**src/hdl/char_lcd_nibble_write_sequencer_assert.svh**
```systemverilog
// Assertion macros used by the character LCD sequencer back end.
// Depends on nothing; included by chrlcd_back, the module that carries assertions.
`ifndef CHAR_LCD_NIBBLE_WRITE_SEQUENCER_ASSERT_SVH
`define CHAR_LCD_NIBBLE_WRITE_SEQUENCER_ASSERT_SVH

// Same-cycle implication, disabled while reset is asserted.
`define CHRLCD_ASSERT_IMPLIES(label, clk, rstn, cond, expr) \
    label: assert property (@(posedge clk) disable iff (!(rstn)) (cond) |-> (expr)) \
        else $error("chrlcd assertion failed");

// Next-cycle implication, disabled while reset is asserted.
`define CHRLCD_ASSERT_NEXT(label, clk, rstn, cond, expr) \
    label: assert property (@(posedge clk) disable iff (!(rstn)) (cond) |=> (expr)) \
        else $error("chrlcd assertion failed");

`endif

```
**src/hdl/chrlcd_pkg.sv**
```systemverilog
// Package for the character LCD 4-bit write sequencer: payload types, job
// format, codes and the initialization job table. Depends on nothing.
package chrlcd_pkg;

    localparam int HOLD_W         = 20;
    localparam int QUEUE_DEPTH_DEF = 4;
    localparam int INIT_STEP_W    = 4;
    localparam int CFG_ADDR_W     = 5;
    localparam int CFG_DATA_W     = 32;

    // Operation codes.
    localparam logic [2:0] OP_INIT      = 3'd0;
    localparam logic [2:0] OP_WRITE_CMD = 3'd1;
    localparam logic [2:0] OP_WRITE_DAT = 3'd2;
    localparam logic [2:0] OP_CLEAR     = 3'd3;
    localparam logic [2:0] OP_POSITION  = 3'd4;

    // Configuration register indexes.
    localparam logic [2:0] REG_RS_SETTLE    = 3'd0;
    localparam logic [2:0] REG_NIBBLE_SETUP = 3'd1;
    localparam logic [2:0] REG_STROBE_WIDTH = 3'd2;
    localparam logic [2:0] REG_POWER_WAIT   = 3'd3;
    localparam logic [2:0] REG_MID_WAIT     = 3'd4;
    localparam logic [2:0] REG_FINAL_WAIT   = 3'd5;

    // Display commands.
    localparam logic [7:0] CMD_WAKE_A     = 8'h33;
    localparam logic [7:0] CMD_WAKE_B     = 8'h32;
    localparam logic [7:0] CMD_FUNCTION   = 8'h28;
    localparam logic [7:0] CMD_DISPLAY_ON = 8'h0E;
    localparam logic [7:0] CMD_ENTRY_MODE = 8'h06;
    localparam logic [7:0] CMD_CLEAR      = 8'h01;
    localparam logic [7:0] LINE1_BASE     = 8'h80;
    localparam logic [7:0] LINE2_BASE     = 8'hC0;

    localparam logic [1:0] ROW_LINE1 = 2'd1;
    localparam logic [1:0] ROW_LINE2 = 2'd2;

    localparam logic [INIT_STEP_W-1:0] INIT_LAST_STEP = 4'd8;

    typedef struct packed {
        logic [2:0] operation;
        logic [7:0] byte_value;
        logic [1:0] row;
        logic [5:0] column;
    } in_item_t;

    typedef struct packed {
        logic              reg_select;
        logic              enable;
        logic [3:0]        nibble;
        logic [HOLD_W-1:0] hold_us;
        logic              last;
    } out_item_t;

    typedef struct packed {
        logic [9:0]  rs_settle_us;
        logic [15:0] nibble_setup_us;
        logic [9:0]  strobe_width_us;
        logic [19:0] power_up_wait_us;
        logic [19:0] mid_init_wait_us;
        logic [19:0] final_init_wait_us;
    } cfg_t;

    typedef enum logic [1:0] {
        WAIT_POWER,
        WAIT_MID,
        WAIT_FINAL
    } wait_sel_t;

    // One unit of back-end work: a whole byte or a single wait phase.
    typedef struct packed {
        logic       is_wait;
        logic       rs;
        logic [7:0] byte_value;
        wait_sel_t  wait_sel;
        logic       last;
    } job_t;

    typedef struct packed {
        logic full;
        logic empty;
    } q_status_t;

    typedef enum logic {
        FR_IDLE,
        FR_INIT
    } front_state_t;

    typedef enum logic [2:0] {
        PH_IDLE,
        PH_SETTLE,
        PH_PLACE,
        PH_EXTRA,
        PH_EN_HI,
        PH_EN_LO,
        PH_AFTER,
        PH_WAIT
    } phase_t;

    function automatic job_t cmd_job(input logic [7:0] value);
        job_t j;
        j.is_wait    = 1'b0;
        j.rs         = 1'b0;
        j.byte_value = value;
        j.wait_sel   = WAIT_POWER;
        j.last       = 1'b0;
        return j;
    endfunction

    function automatic job_t wait_job(input wait_sel_t sel);
        job_t j;
        j.is_wait    = 1'b1;
        j.rs         = 1'b0;
        j.byte_value = 8'h00;
        j.wait_sel   = sel;
        j.last       = 1'b0;
        return j;
    endfunction

    // Job list of the initialization request, one entry per step.
    function automatic job_t init_job(input logic [INIT_STEP_W-1:0] step);
        job_t j;
        unique case (step)
            4'd0:    j = wait_job(WAIT_POWER);
            4'd1:    j = cmd_job(CMD_WAKE_A);
            4'd2:    j = cmd_job(CMD_WAKE_B);
            4'd3:    j = wait_job(WAIT_MID);
            4'd4:    j = cmd_job(CMD_FUNCTION);
            4'd5:    j = cmd_job(CMD_DISPLAY_ON);
            4'd6:    j = cmd_job(CMD_ENTRY_MODE);
            4'd7:    j = cmd_job(CMD_CLEAR);
            default: begin
                j      = wait_job(WAIT_FINAL);
                j.last = 1'b1;
            end
        endcase
        return j;
    endfunction

    // Data pin levels shown during a wait phase.
    function automatic logic [3:0] wait_nibble(input wait_sel_t sel);
        logic [3:0] n;
        unique case (sel)
            WAIT_MID:   n = 4'h2;
            WAIT_FINAL: n = 4'h1;
            default:    n = 4'h0;
        endcase
        return n;
    endfunction

endpackage

```
**src/hdl/chrlcd_front.sv**
```systemverilog
// Front end of the LCD sequencer: accepts requests and breaks them into jobs.
// Depends on chrlcd_pkg.
module chrlcd_front
    import chrlcd_pkg::*;
(
    input  logic      aclk,
    input  logic      aresetn,
    input  logic      s_valid,
    output logic      s_ready,
    input  in_item_t  s_item,
    input  q_status_t q_status,
    output logic      push,
    output job_t      push_job
);

    front_state_t               state_reg, state_next;
    logic [INIT_STEP_W-1:0]     step_reg, step_next;
    job_t                       req_job;
    logic                       req_has_job;
    logic                       accept;

    // Classify a single-byte request into one job, or none for an unused row or code.
    always_comb begin
        req_job      = cmd_job(s_item.byte_value);
        req_job.last = 1'b1;
        req_has_job  = 1'b1;
        priority case (s_item.operation)
            OP_WRITE_CMD: req_job.rs = 1'b0;
            OP_WRITE_DAT: req_job.rs = 1'b1;
            OP_CLEAR:     req_job.byte_value = CMD_CLEAR;
            OP_POSITION: begin
                if (s_item.row == ROW_LINE1) begin
                    req_job.byte_value = 8'(LINE1_BASE + {2'b00, s_item.column});
                end else if (s_item.row == ROW_LINE2) begin
                    req_job.byte_value = 8'(LINE2_BASE + {2'b00, s_item.column});
                end else begin
                    req_has_job = 1'b0;
                end
            end
            default: req_has_job = 1'b0;
        endcase
    end

    assign s_ready = (state_reg == FR_IDLE) && !q_status.full;
    assign accept  = s_valid && s_ready;

    // Next state and queue push.
    always_comb begin
        state_next = state_reg;
        step_next  = step_reg;
        push       = 1'b0;
        push_job   = req_job;
        unique case (state_reg)
            FR_IDLE: begin
                if (accept) begin
                    if (s_item.operation == OP_INIT) begin
                        state_next = FR_INIT;
                        step_next  = '0;
                    end else begin
                        push = req_has_job;
                    end
                end
            end
            FR_INIT: begin
                push_job = init_job(step_reg);
                if (!q_status.full) begin
                    push = 1'b1;
                    if (step_reg == INIT_LAST_STEP) begin
                        state_next = FR_IDLE;
                    end else begin
                        step_next = step_reg + 1'b1;
                    end
                end
            end
            default: state_next = FR_IDLE;
        endcase
    end

    always_ff @(posedge aclk) begin
        if (!aresetn) begin
            state_reg <= FR_IDLE;
            step_reg  <= '0;
        end else begin
            state_reg <= state_next;
            step_reg  <= step_next;
        end
    end

endmodule

```
**src/hdl/chrlcd_queue.sv**
```systemverilog
// Short job queue between the front and back ends of the LCD sequencer.
// Depends on chrlcd_pkg.
module chrlcd_queue
    import chrlcd_pkg::*;
#(
    parameter int DEPTH = QUEUE_DEPTH_DEF
) (
    input  logic      aclk,
    input  logic      aresetn,
    input  logic      push,
    input  job_t      push_job,
    input  logic      pop,
    output job_t      pop_job,
    output q_status_t q_status
);

    localparam int PTR_W = $clog2(DEPTH);
    localparam int CNT_W = $clog2(DEPTH + 1);
    localparam logic [PTR_W-1:0] PTR_LAST = PTR_W'(DEPTH - 1);

    job_t               slot_reg [DEPTH];
    logic [PTR_W-1:0]   wr_ptr_reg, rd_ptr_reg;
    logic [CNT_W-1:0]   count_reg;
    logic               do_push, do_pop;

    assign q_status = '{full: (count_reg == CNT_W'(DEPTH)), empty: (count_reg == '0)};
    assign do_push  = push && !q_status.full;
    assign do_pop   = pop && !q_status.empty;
    assign pop_job  = slot_reg[rd_ptr_reg];

    // Storage; slots carry payload only.
    always_ff @(posedge aclk) begin
        if (do_push) begin
            slot_reg[wr_ptr_reg] <= push_job;
        end
    end

    // Pointers wrap at the last slot, so any depth of two or more works; fill count alongside.
    always_ff @(posedge aclk) begin
        if (!aresetn) begin
            wr_ptr_reg <= '0;
            rd_ptr_reg <= '0;
            count_reg  <= '0;
        end else begin
            if (do_push) begin
                wr_ptr_reg <= (wr_ptr_reg == PTR_LAST) ? '0 : wr_ptr_reg + 1'b1;
            end
            if (do_pop) begin
                rd_ptr_reg <= (rd_ptr_reg == PTR_LAST) ? '0 : rd_ptr_reg + 1'b1;
            end
            if (do_push && !do_pop) begin
                count_reg <= count_reg + 1'b1;
            end else if (do_pop && !do_push) begin
                count_reg <= count_reg - 1'b1;
            end
        end
    end

endmodule

```
**src/hdl/chrlcd_back.sv**
```systemverilog
// Back end of the LCD sequencer: turns queued jobs into pin phases and holds
// the result in an output register. Depends on chrlcd_pkg and the assert macros.
`include "char_lcd_nibble_write_sequencer_assert.svh"

module chrlcd_back
    import chrlcd_pkg::*;
(
    input  logic      aclk,
    input  logic      aresetn,
    input  cfg_t      cfg,
    input  q_status_t q_status,
    input  job_t      q_job,
    output logic      pop,
    output logic      m_valid,
    input  logic      m_ready,
    output out_item_t m_item
);

    phase_t     state_reg, state_next;
    logic       half_reg, half_next;
    job_t       job_reg, job_next;
    out_item_t  m_item_reg, m_item_next;
    logic       m_valid_reg, m_valid_next;
    logic       advance;
    out_item_t  phase_item;
    logic [3:0] byte_nibble;

    assign m_valid = m_valid_reg;
    assign m_item  = m_item_reg;

    // A phase moves into the output register whenever that register frees up.
    assign advance = (state_reg != PH_IDLE) && (!m_valid_reg || m_ready);

    assign byte_nibble = half_reg ? job_reg.byte_value[3:0] : job_reg.byte_value[7:4];

    // Pin levels and hold time of the current phase.
    always_comb begin
        phase_item.reg_select = job_reg.rs;
        phase_item.enable     = (state_reg == PH_EN_HI);
        phase_item.nibble     = byte_nibble;
        phase_item.last       = 1'b0;
        phase_item.hold_us    = HOLD_W'(cfg.nibble_setup_us);
        unique case (state_reg)
            PH_SETTLE: begin
                phase_item.nibble  = 4'h0;
                phase_item.hold_us = HOLD_W'(cfg.rs_settle_us);
            end
            PH_EN_HI, PH_EN_LO: begin
                phase_item.hold_us = HOLD_W'(cfg.strobe_width_us);
            end
            PH_AFTER: begin
                phase_item.last = job_reg.last && half_reg;
            end
            PH_WAIT: begin
                phase_item.nibble = wait_nibble(job_reg.wait_sel);
                phase_item.last   = job_reg.last;
                priority case (job_reg.wait_sel)
                    WAIT_MID:   phase_item.hold_us = cfg.mid_init_wait_us;
                    WAIT_FINAL: phase_item.hold_us = cfg.final_init_wait_us;
                    default:    phase_item.hold_us = cfg.power_up_wait_us;
                endcase
            end
            default: begin
            end
        endcase
    end

    // Phase sequencer: next state, job load and output register update.
    always_comb begin
        state_next   = state_reg;
        half_next    = half_reg;
        job_next     = job_reg;
        m_item_next  = m_item_reg;
        m_valid_next = m_valid_reg && !m_ready;
        pop          = 1'b0;
        if (state_reg == PH_IDLE) begin
            if (!q_status.empty) begin
                pop        = 1'b1;
                job_next   = q_job;
                half_next  = 1'b0;
                state_next = q_job.is_wait ? PH_WAIT : PH_SETTLE;
            end
        end else if (advance) begin
            m_item_next  = phase_item;
            m_valid_next = 1'b1;
            unique case (state_reg)
                PH_SETTLE: state_next = PH_PLACE;
                PH_PLACE:  state_next = job_reg.rs ? PH_EXTRA : PH_EN_HI;
                PH_EXTRA:  state_next = PH_EN_HI;
                PH_EN_HI:  state_next = PH_EN_LO;
                PH_EN_LO:  state_next = PH_AFTER;
                PH_AFTER: begin
                    if (half_reg) begin
                        state_next = PH_IDLE;
                    end else begin
                        half_next  = 1'b1;
                        state_next = PH_PLACE;
                    end
                end
                default: state_next = PH_IDLE;
            endcase
        end
    end

    // Control registers.
    always_ff @(posedge aclk) begin
        if (!aresetn) begin
            state_reg   <= PH_IDLE;
            half_reg    <= 1'b0;
            m_valid_reg <= 1'b0;
        end else begin
            state_reg   <= state_next;
            half_reg    <= half_next;
            m_valid_reg <= m_valid_next;
        end
    end

    // Payload registers.
    always_ff @(posedge aclk) begin
        job_reg    <= job_next;
        m_item_reg <= m_item_next;
    end

    `CHRLCD_ASSERT_IMPLIES(a_pop_when_idle, aclk, aresetn, pop, state_reg == PH_IDLE)
    `CHRLCD_ASSERT_IMPLIES(a_extra_only_data, aclk, aresetn, state_reg == PH_EXTRA, job_reg.rs)
    `CHRLCD_ASSERT_IMPLIES(a_wait_from_wait_job, aclk, aresetn, state_reg == PH_WAIT, job_reg.is_wait)
    `CHRLCD_ASSERT_NEXT(a_hold_valid, aclk, aresetn, m_valid_reg && !m_ready, m_valid_reg)
    `CHRLCD_ASSERT_NEXT(a_hold_item, aclk, aresetn, m_valid_reg && !m_ready, $stable(m_item_reg))

endmodule

```
**src/hdl/char_lcd_nibble_write_sequencer.sv**
```systemverilog
// Character LCD 4-bit write sequencer, top level with the register port.
// Depends on chrlcd_pkg, chrlcd_front, chrlcd_queue and chrlcd_back.
//
// Usage: requests (init, write command, write data, clear, set position)
// enter on the s_ valid/ready channel, one beat each. Every request becomes
// a list of pin phases on the m_ channel, one beat per phase, with last set
// on the final phase. A command byte gives 9 phases, a data byte 11, init 57;
// a position request for row 0 or 3 and an unused operation give none.
// Throughput: one phase per cycle while m_ready is high, except that each
// byte or wait job is first loaded from the job queue.
// The front end pushes the job of a byte request in the same cycle as it
// accepts it (init is expanded job by job, pausing while the queue is full),
// then the next request may enter while the back end is still emitting.
// With the back end idle, the first phase of a byte request passes the job
// queue, the back end's job and state registers and the output register before
// m_valid rises. The queue depth sets how far the front may run ahead.
// A stall on m_ready holds the current phase in the output register; the
// back end and then the queue fill, and s_ready falls.
// Reset (aresetn low, synchronous) empties the queue, drops any request in
// flight and loads the timing registers with their defaults. The user must write
// registers over the APB port only while the block is idle; the block does not enforce it.
module char_lcd_nibble_write_sequencer
    import chrlcd_pkg::*;
#(
    parameter int QUEUE_DEPTH = QUEUE_DEPTH_DEF
) (
    input  logic                  aclk,
    input  logic                  aresetn,
    input  logic                  s_valid,
    output logic                  s_ready,
    input  in_item_t              s_item,
    output logic                  m_valid,
    input  logic                  m_ready,
    output out_item_t             m_item,
    input  logic                  psel,
    input  logic                  penable,
    input  logic                  pwrite,
    input  logic [CFG_ADDR_W-1:0] paddr,
    input  logic [CFG_DATA_W-1:0] pwdata,
    output logic [CFG_DATA_W-1:0] prdata,
    output logic                  pready
);

    cfg_t       cfg_reg, cfg_next;
    logic [2:0] reg_index;
    logic       cfg_write;
    q_status_t  q_status;
    logic       push, pop;
    job_t       push_job, q_job;

    assign pready    = 1'b1;
    assign reg_index = paddr[CFG_ADDR_W-1:2];
    assign cfg_write = psel && penable && pwrite && pready;

    // Register write decode.
    always_comb begin
        cfg_next = cfg_reg;
        if (cfg_write) begin
            priority case (reg_index)
                REG_RS_SETTLE:    cfg_next.rs_settle_us       = pwdata[9:0];
                REG_NIBBLE_SETUP: cfg_next.nibble_setup_us    = pwdata[15:0];
                REG_STROBE_WIDTH: cfg_next.strobe_width_us    = pwdata[9:0];
                REG_POWER_WAIT:   cfg_next.power_up_wait_us   = pwdata[19:0];
                REG_MID_WAIT:     cfg_next.mid_init_wait_us   = pwdata[19:0];
                REG_FINAL_WAIT:   cfg_next.final_init_wait_us = pwdata[19:0];
                default: begin
                end
            endcase
        end
    end

    always_ff @(posedge aclk) begin
        if (!aresetn) begin
            cfg_reg.rs_settle_us       <= 10'd4;
            cfg_reg.nibble_setup_us    <= 16'd830;
            cfg_reg.strobe_width_us    <= 10'd83;
            cfg_reg.power_up_wait_us   <= 20'd1000000;
            cfg_reg.mid_init_wait_us   <= 20'd30000;
            cfg_reg.final_init_wait_us <= 20'd10000;
        end else begin
            cfg_reg <= cfg_next;
        end
    end

    // Register read-back.
    always_comb begin
        priority case (reg_index)
            REG_RS_SETTLE:    prdata = CFG_DATA_W'(cfg_reg.rs_settle_us);
            REG_NIBBLE_SETUP: prdata = CFG_DATA_W'(cfg_reg.nibble_setup_us);
            REG_STROBE_WIDTH: prdata = CFG_DATA_W'(cfg_reg.strobe_width_us);
            REG_POWER_WAIT:   prdata = CFG_DATA_W'(cfg_reg.power_up_wait_us);
            REG_MID_WAIT:     prdata = CFG_DATA_W'(cfg_reg.mid_init_wait_us);
            REG_FINAL_WAIT:   prdata = CFG_DATA_W'(cfg_reg.final_init_wait_us);
            default:          prdata = '0;
        endcase
    end

    chrlcd_front u_front (
        .aclk     (aclk),
        .aresetn  (aresetn),
        .s_valid  (s_valid),
        .s_ready  (s_ready),
        .s_item   (s_item),
        .q_status (q_status),
        .push     (push),
        .push_job (push_job)
    );

    chrlcd_queue #(
        .DEPTH (QUEUE_DEPTH)
    ) u_queue (
        .aclk     (aclk),
        .aresetn  (aresetn),
        .push     (push),
        .push_job (push_job),
        .pop      (pop),
        .pop_job  (q_job),
        .q_status (q_status)
    );

    chrlcd_back u_back (
        .aclk     (aclk),
        .aresetn  (aresetn),
        .cfg      (cfg_reg),
        .q_status (q_status),
        .q_job    (q_job),
        .pop      (pop),
        .m_valid  (m_valid),
        .m_ready  (m_ready),
        .m_item   (m_item)
    );

endmodule

```
**config.mk**
```make
export PLATFORM = sky130hd
export DESIGN_NAME = char_lcd_nibble_write_sequencer
export DESIGN_NICKNAME = d
export VERILOG_FILES = /design/src/hdl/chrlcd_pkg.sv /design/src/hdl/chrlcd_front.sv /design/src/hdl/chrlcd_queue.sv /design/src/hdl/chrlcd_back.sv /design/src/hdl/char_lcd_nibble_write_sequencer.sv
export VERILOG_INCLUDE_DIRS = /design/src /design/src/hdl
export SDC_FILE = /design/constraint.sdc
export NUM_CORES = 1
export LEC_CHECK = 0
export ABC_AREA = 1
export BUFFER_PORTS_ARGS = -buffer_cell sky130_fd_sc_hd__buf_2
export CORE_MARGIN = 8
export CORE_UTILIZATION = 50
export CTS_CLUSTER_SIZE = 28
export DETAILED_ROUTE_END_ITERATION = 10
export PLACE_DENSITY = 0.71
export SLEW_MARGIN = 20
export SYNTH_ARGS = -nofsm -noshare
export SYNTH_HDL_FRONTEND = slang
export SYNTH_SLANG_ARGS = --single-unit
```
**constraint.sdc**
```tcl
create_clock -name aclk -period 3.5 [get_ports aclk]
set_input_delay 1.05 -clock aclk [delete_from_list [all_inputs] [get_ports aclk]]
set_output_delay 1.05 -clock aclk [all_outputs]
set_load 0.03 [all_outputs]
```
==> impl_metrics.csv <==
group,metric,value,unit
worst_setup_path,reg2reg_from,"u_back.job_reg[1]",
grt,grt_pass1_wl,40.7,mm
worst_setup_path,critPathRequiredTime,2.45,ns
worst_setup_path,crit_path_end_kind,"output port",
clock_tree,holdBufCountCts,0,
worst_setup_path,cp-startpoint,"paddr[2]",
worst_setup_path,cpMostUsedCell,"buf_2",
grt,grt_use_total,20.9,%
routing,vias,8079,
worst_setup_path,cp_slowest_cell,"nand2_4",
worst_setup_path,crit_fanout,20,
finish,layout_common_cells,"nor2_1 (150), o21ai_0 (141), nand2_1 (135)",
logic_synthesis,ys_seq_elements,214,
clock_tree,tritoncts,"done",
finish,instances_no_fill,1466,
worst_setup_path,start_kind,"input pin",
finish,final_util,58.8,%
clock_tree,clk-insertion-delay-late,0.50,ns
worst_setup_path,critPathTopFamily,"simple AND/OR/NAND/NOR gates",
clock_tree,cts_made_buffers,23,
run_status,status,"finished, final reports clean",
logic_synthesis,synth-edff-count,91,
logic_synthesis,synth_cell_type_count,49,
logic_synthesis,synth_area,9640,um^2
routing,drt_iter0_markers,752,
routing,wl_per_cell,17.4,um
logic_synthesis,ys_seq_area_share,53.9,%
grt,grt_max_degree,62,
sta,fmax,0.297,GHz
flow_run,max-cap-violations,0,
place,io_buffers,97,
logic_synthesis,synth_cells,1101,
logic_synthesis,synth-main-ff-cell,"dfxtp_1",
logic_synthesis,yosys_warnings,0,
place,place_area,10300,um^2
clock_tree,root_buffer,"clkbuf_16",
worst_setup_path,path_depth,7,
grt,grt_overflow,0,
pwr,power_density,743,nW/um^2
place,dp_hpwl,16.7,mm
floorplanning,fp.coreArea,18800,um^2
place,dpl.cell_count,1424,
routing,routed_wl,25.5,mm
floorplanning,die_h,155,um
sta,finalCritPeriodShare,96.4,%
logic_synthesis,async_flop_share,0,%
clock_tree,clk_pin_slew,0.06,ns
grt,first_global_vias,7853,
floorplanning,fp.dieW,155,um
worst_setup_path,r2r_slack,1.17,ns
sta,period_needed,3.37,ns
logic_synthesis,syn_area_per_cell,8.75,um^2
place,globalplace.congestion,0.881,
floorplanning,initial_utilization,51.2,%
finish,largest_register_ff_count,96,
worst_setup_path,cpPeakStageDelay,0.28,ns
grt,antenna_found_initial,1,
sta,slew_violations,0,
routing,route.detailed.drc,0,
finish,nets,1269,
floorplanning,io_pins,125,
worst_setup_path,arrival,2.32,ns
worst_setup_path,r2r_end,"u_back.m_item[10]",
sta,skew,0.0183,ns
worst_setup_path,path_buf_inv,2,
clock_tree,postCtsResizedCells,0,
routing,first_pass_iters,5,
finish,area_growth,14.9,%
pwr,p_leak,4.64,nW
finish,layout-drive-gt1-share,16.1,%
sta,slew_headroom,42.0,%
sta,setup_ws,0.127,ns
clock_tree,cts_setup_buffers,0,
sta,rsz0062_at_grt,"false",
routing,antenna_left,0,
sta,tightest_slew,0.869,ns
floorplanning,rows,50,
pwr,power,8.23,mW
sta,hold_viol,0,
pwr,peakVddDrop,471,uV
finish,final_common_cell,"nor2_1",
sta,holdWs,0.470,ns
clock_tree,htree_levels,1,
min_path,min_path_type,"reg2reg",
floorplanning,dieArea,24000,um^2
routing,vias_per_cell,5.51,
sta,setup_viol,0,
worst_setup_path,crit_chain,"buf_2 > nor2_4 > nand2_4 > o22ai_1 > a21oi_1 > nand3_1 > buf_2",
worst_setup_path,setup.worst_path.end,"prdata[8]",
worst_setup_path,worstRegToRegCells,6,
finish,fin_area,11100,um^2
sta,tns,0,ns
worst_setup_path,path_class,"in2out",
clock_tree,cts_buffer_depth,3,
place,dp_slack,0.183,ns
clock_tree,clock-sinks,214,
layer usage:
layer | global-route usage [%] | wire length (um)
met4 | 6.16 | 493
met3 | 3.37 | 2230
met1 | 27.2 | 10600
met2 | 35.1 | 12100
met5 | 0 | 0
worst min-delay path: stages (launching register included):
cell and delay, ns:
dfxtp_1 0.31, inv_1 0.06, a21oi_1 0.05
cells in the mapped netlist (13+ instances only):
cell type / number / area [um^2]
edfxtp_1: 91 / 2730
nand3_1: 58 / 290
nand4_1: 13 / 81.3
nand2_1: 135 / 507
clkbuf_1: 23 / 86.3
o21ai_0: 141 / 706
inv_1: 91 / 342
ha_1: 16 / 200
dfxtp_1: 123 / 2460
o22ai_1: 44 / 275
a21oi_1: 80 / 400
buf_4: 20 / 150
buf_2: 18 / 90.1
nor2_1: 150 / 563
worst min-delay path by stage:
stage	from	end	slack [ns]	depth (start not counted)
after detailed placement	cfg_reg[14]	cfg_reg[14]	0.46	2
after floorplan	u_back.job_reg[11]	u_back.m_item[26]	0.43	0
after global placement	cfg_reg[84]	cfg_reg[84]	0.46	2
after CTS	cfg_reg[14]	cfg_reg[14]	0.47	2
final	cfg_reg[15]	cfg_reg[15]	0.47	2
after global routing	cfg_reg[15]	cfg_reg[15]	0.49	2
where the power goes:
part | leakage (nW) | switching [mW] | internal, mW
registers | 1.84 | 0.172 | 3.09
clock network | 0.392 | 0.993 | 1.58
logic | 2.40 | 1.76 | 0.632
area by class of cell:
| cell class | count | area, um^2 |
|---|---|---|
| fill | 1635 | 7760 |
| sequential | 214 | 5190 |
| multi-input combinational | 718 | 3660 |
| timing repair buffer | 123 | 681 |
| clock buffer | 26 | 587 |
| inverter | 109 | 412 |
| tap | 260 | 325 |
| clock inverter | 15 | 213 |
| antenna | 1 | 2.50 |
logic make-up (layout without fill, tap and decap cells):
kind of cell	after synthesis	after routing	synth area share, %
fa+ha+maj	17	17	2.28
flops	214	214	53.9
other cells	2	14	0.0779
compound gates	305	305	17.4
buf+inv	180	273	8.65
simple gates	380	380	17.4
xor+xnor	3	3	0.273
No activity file was read; power rests on OpenSTA's default activity.
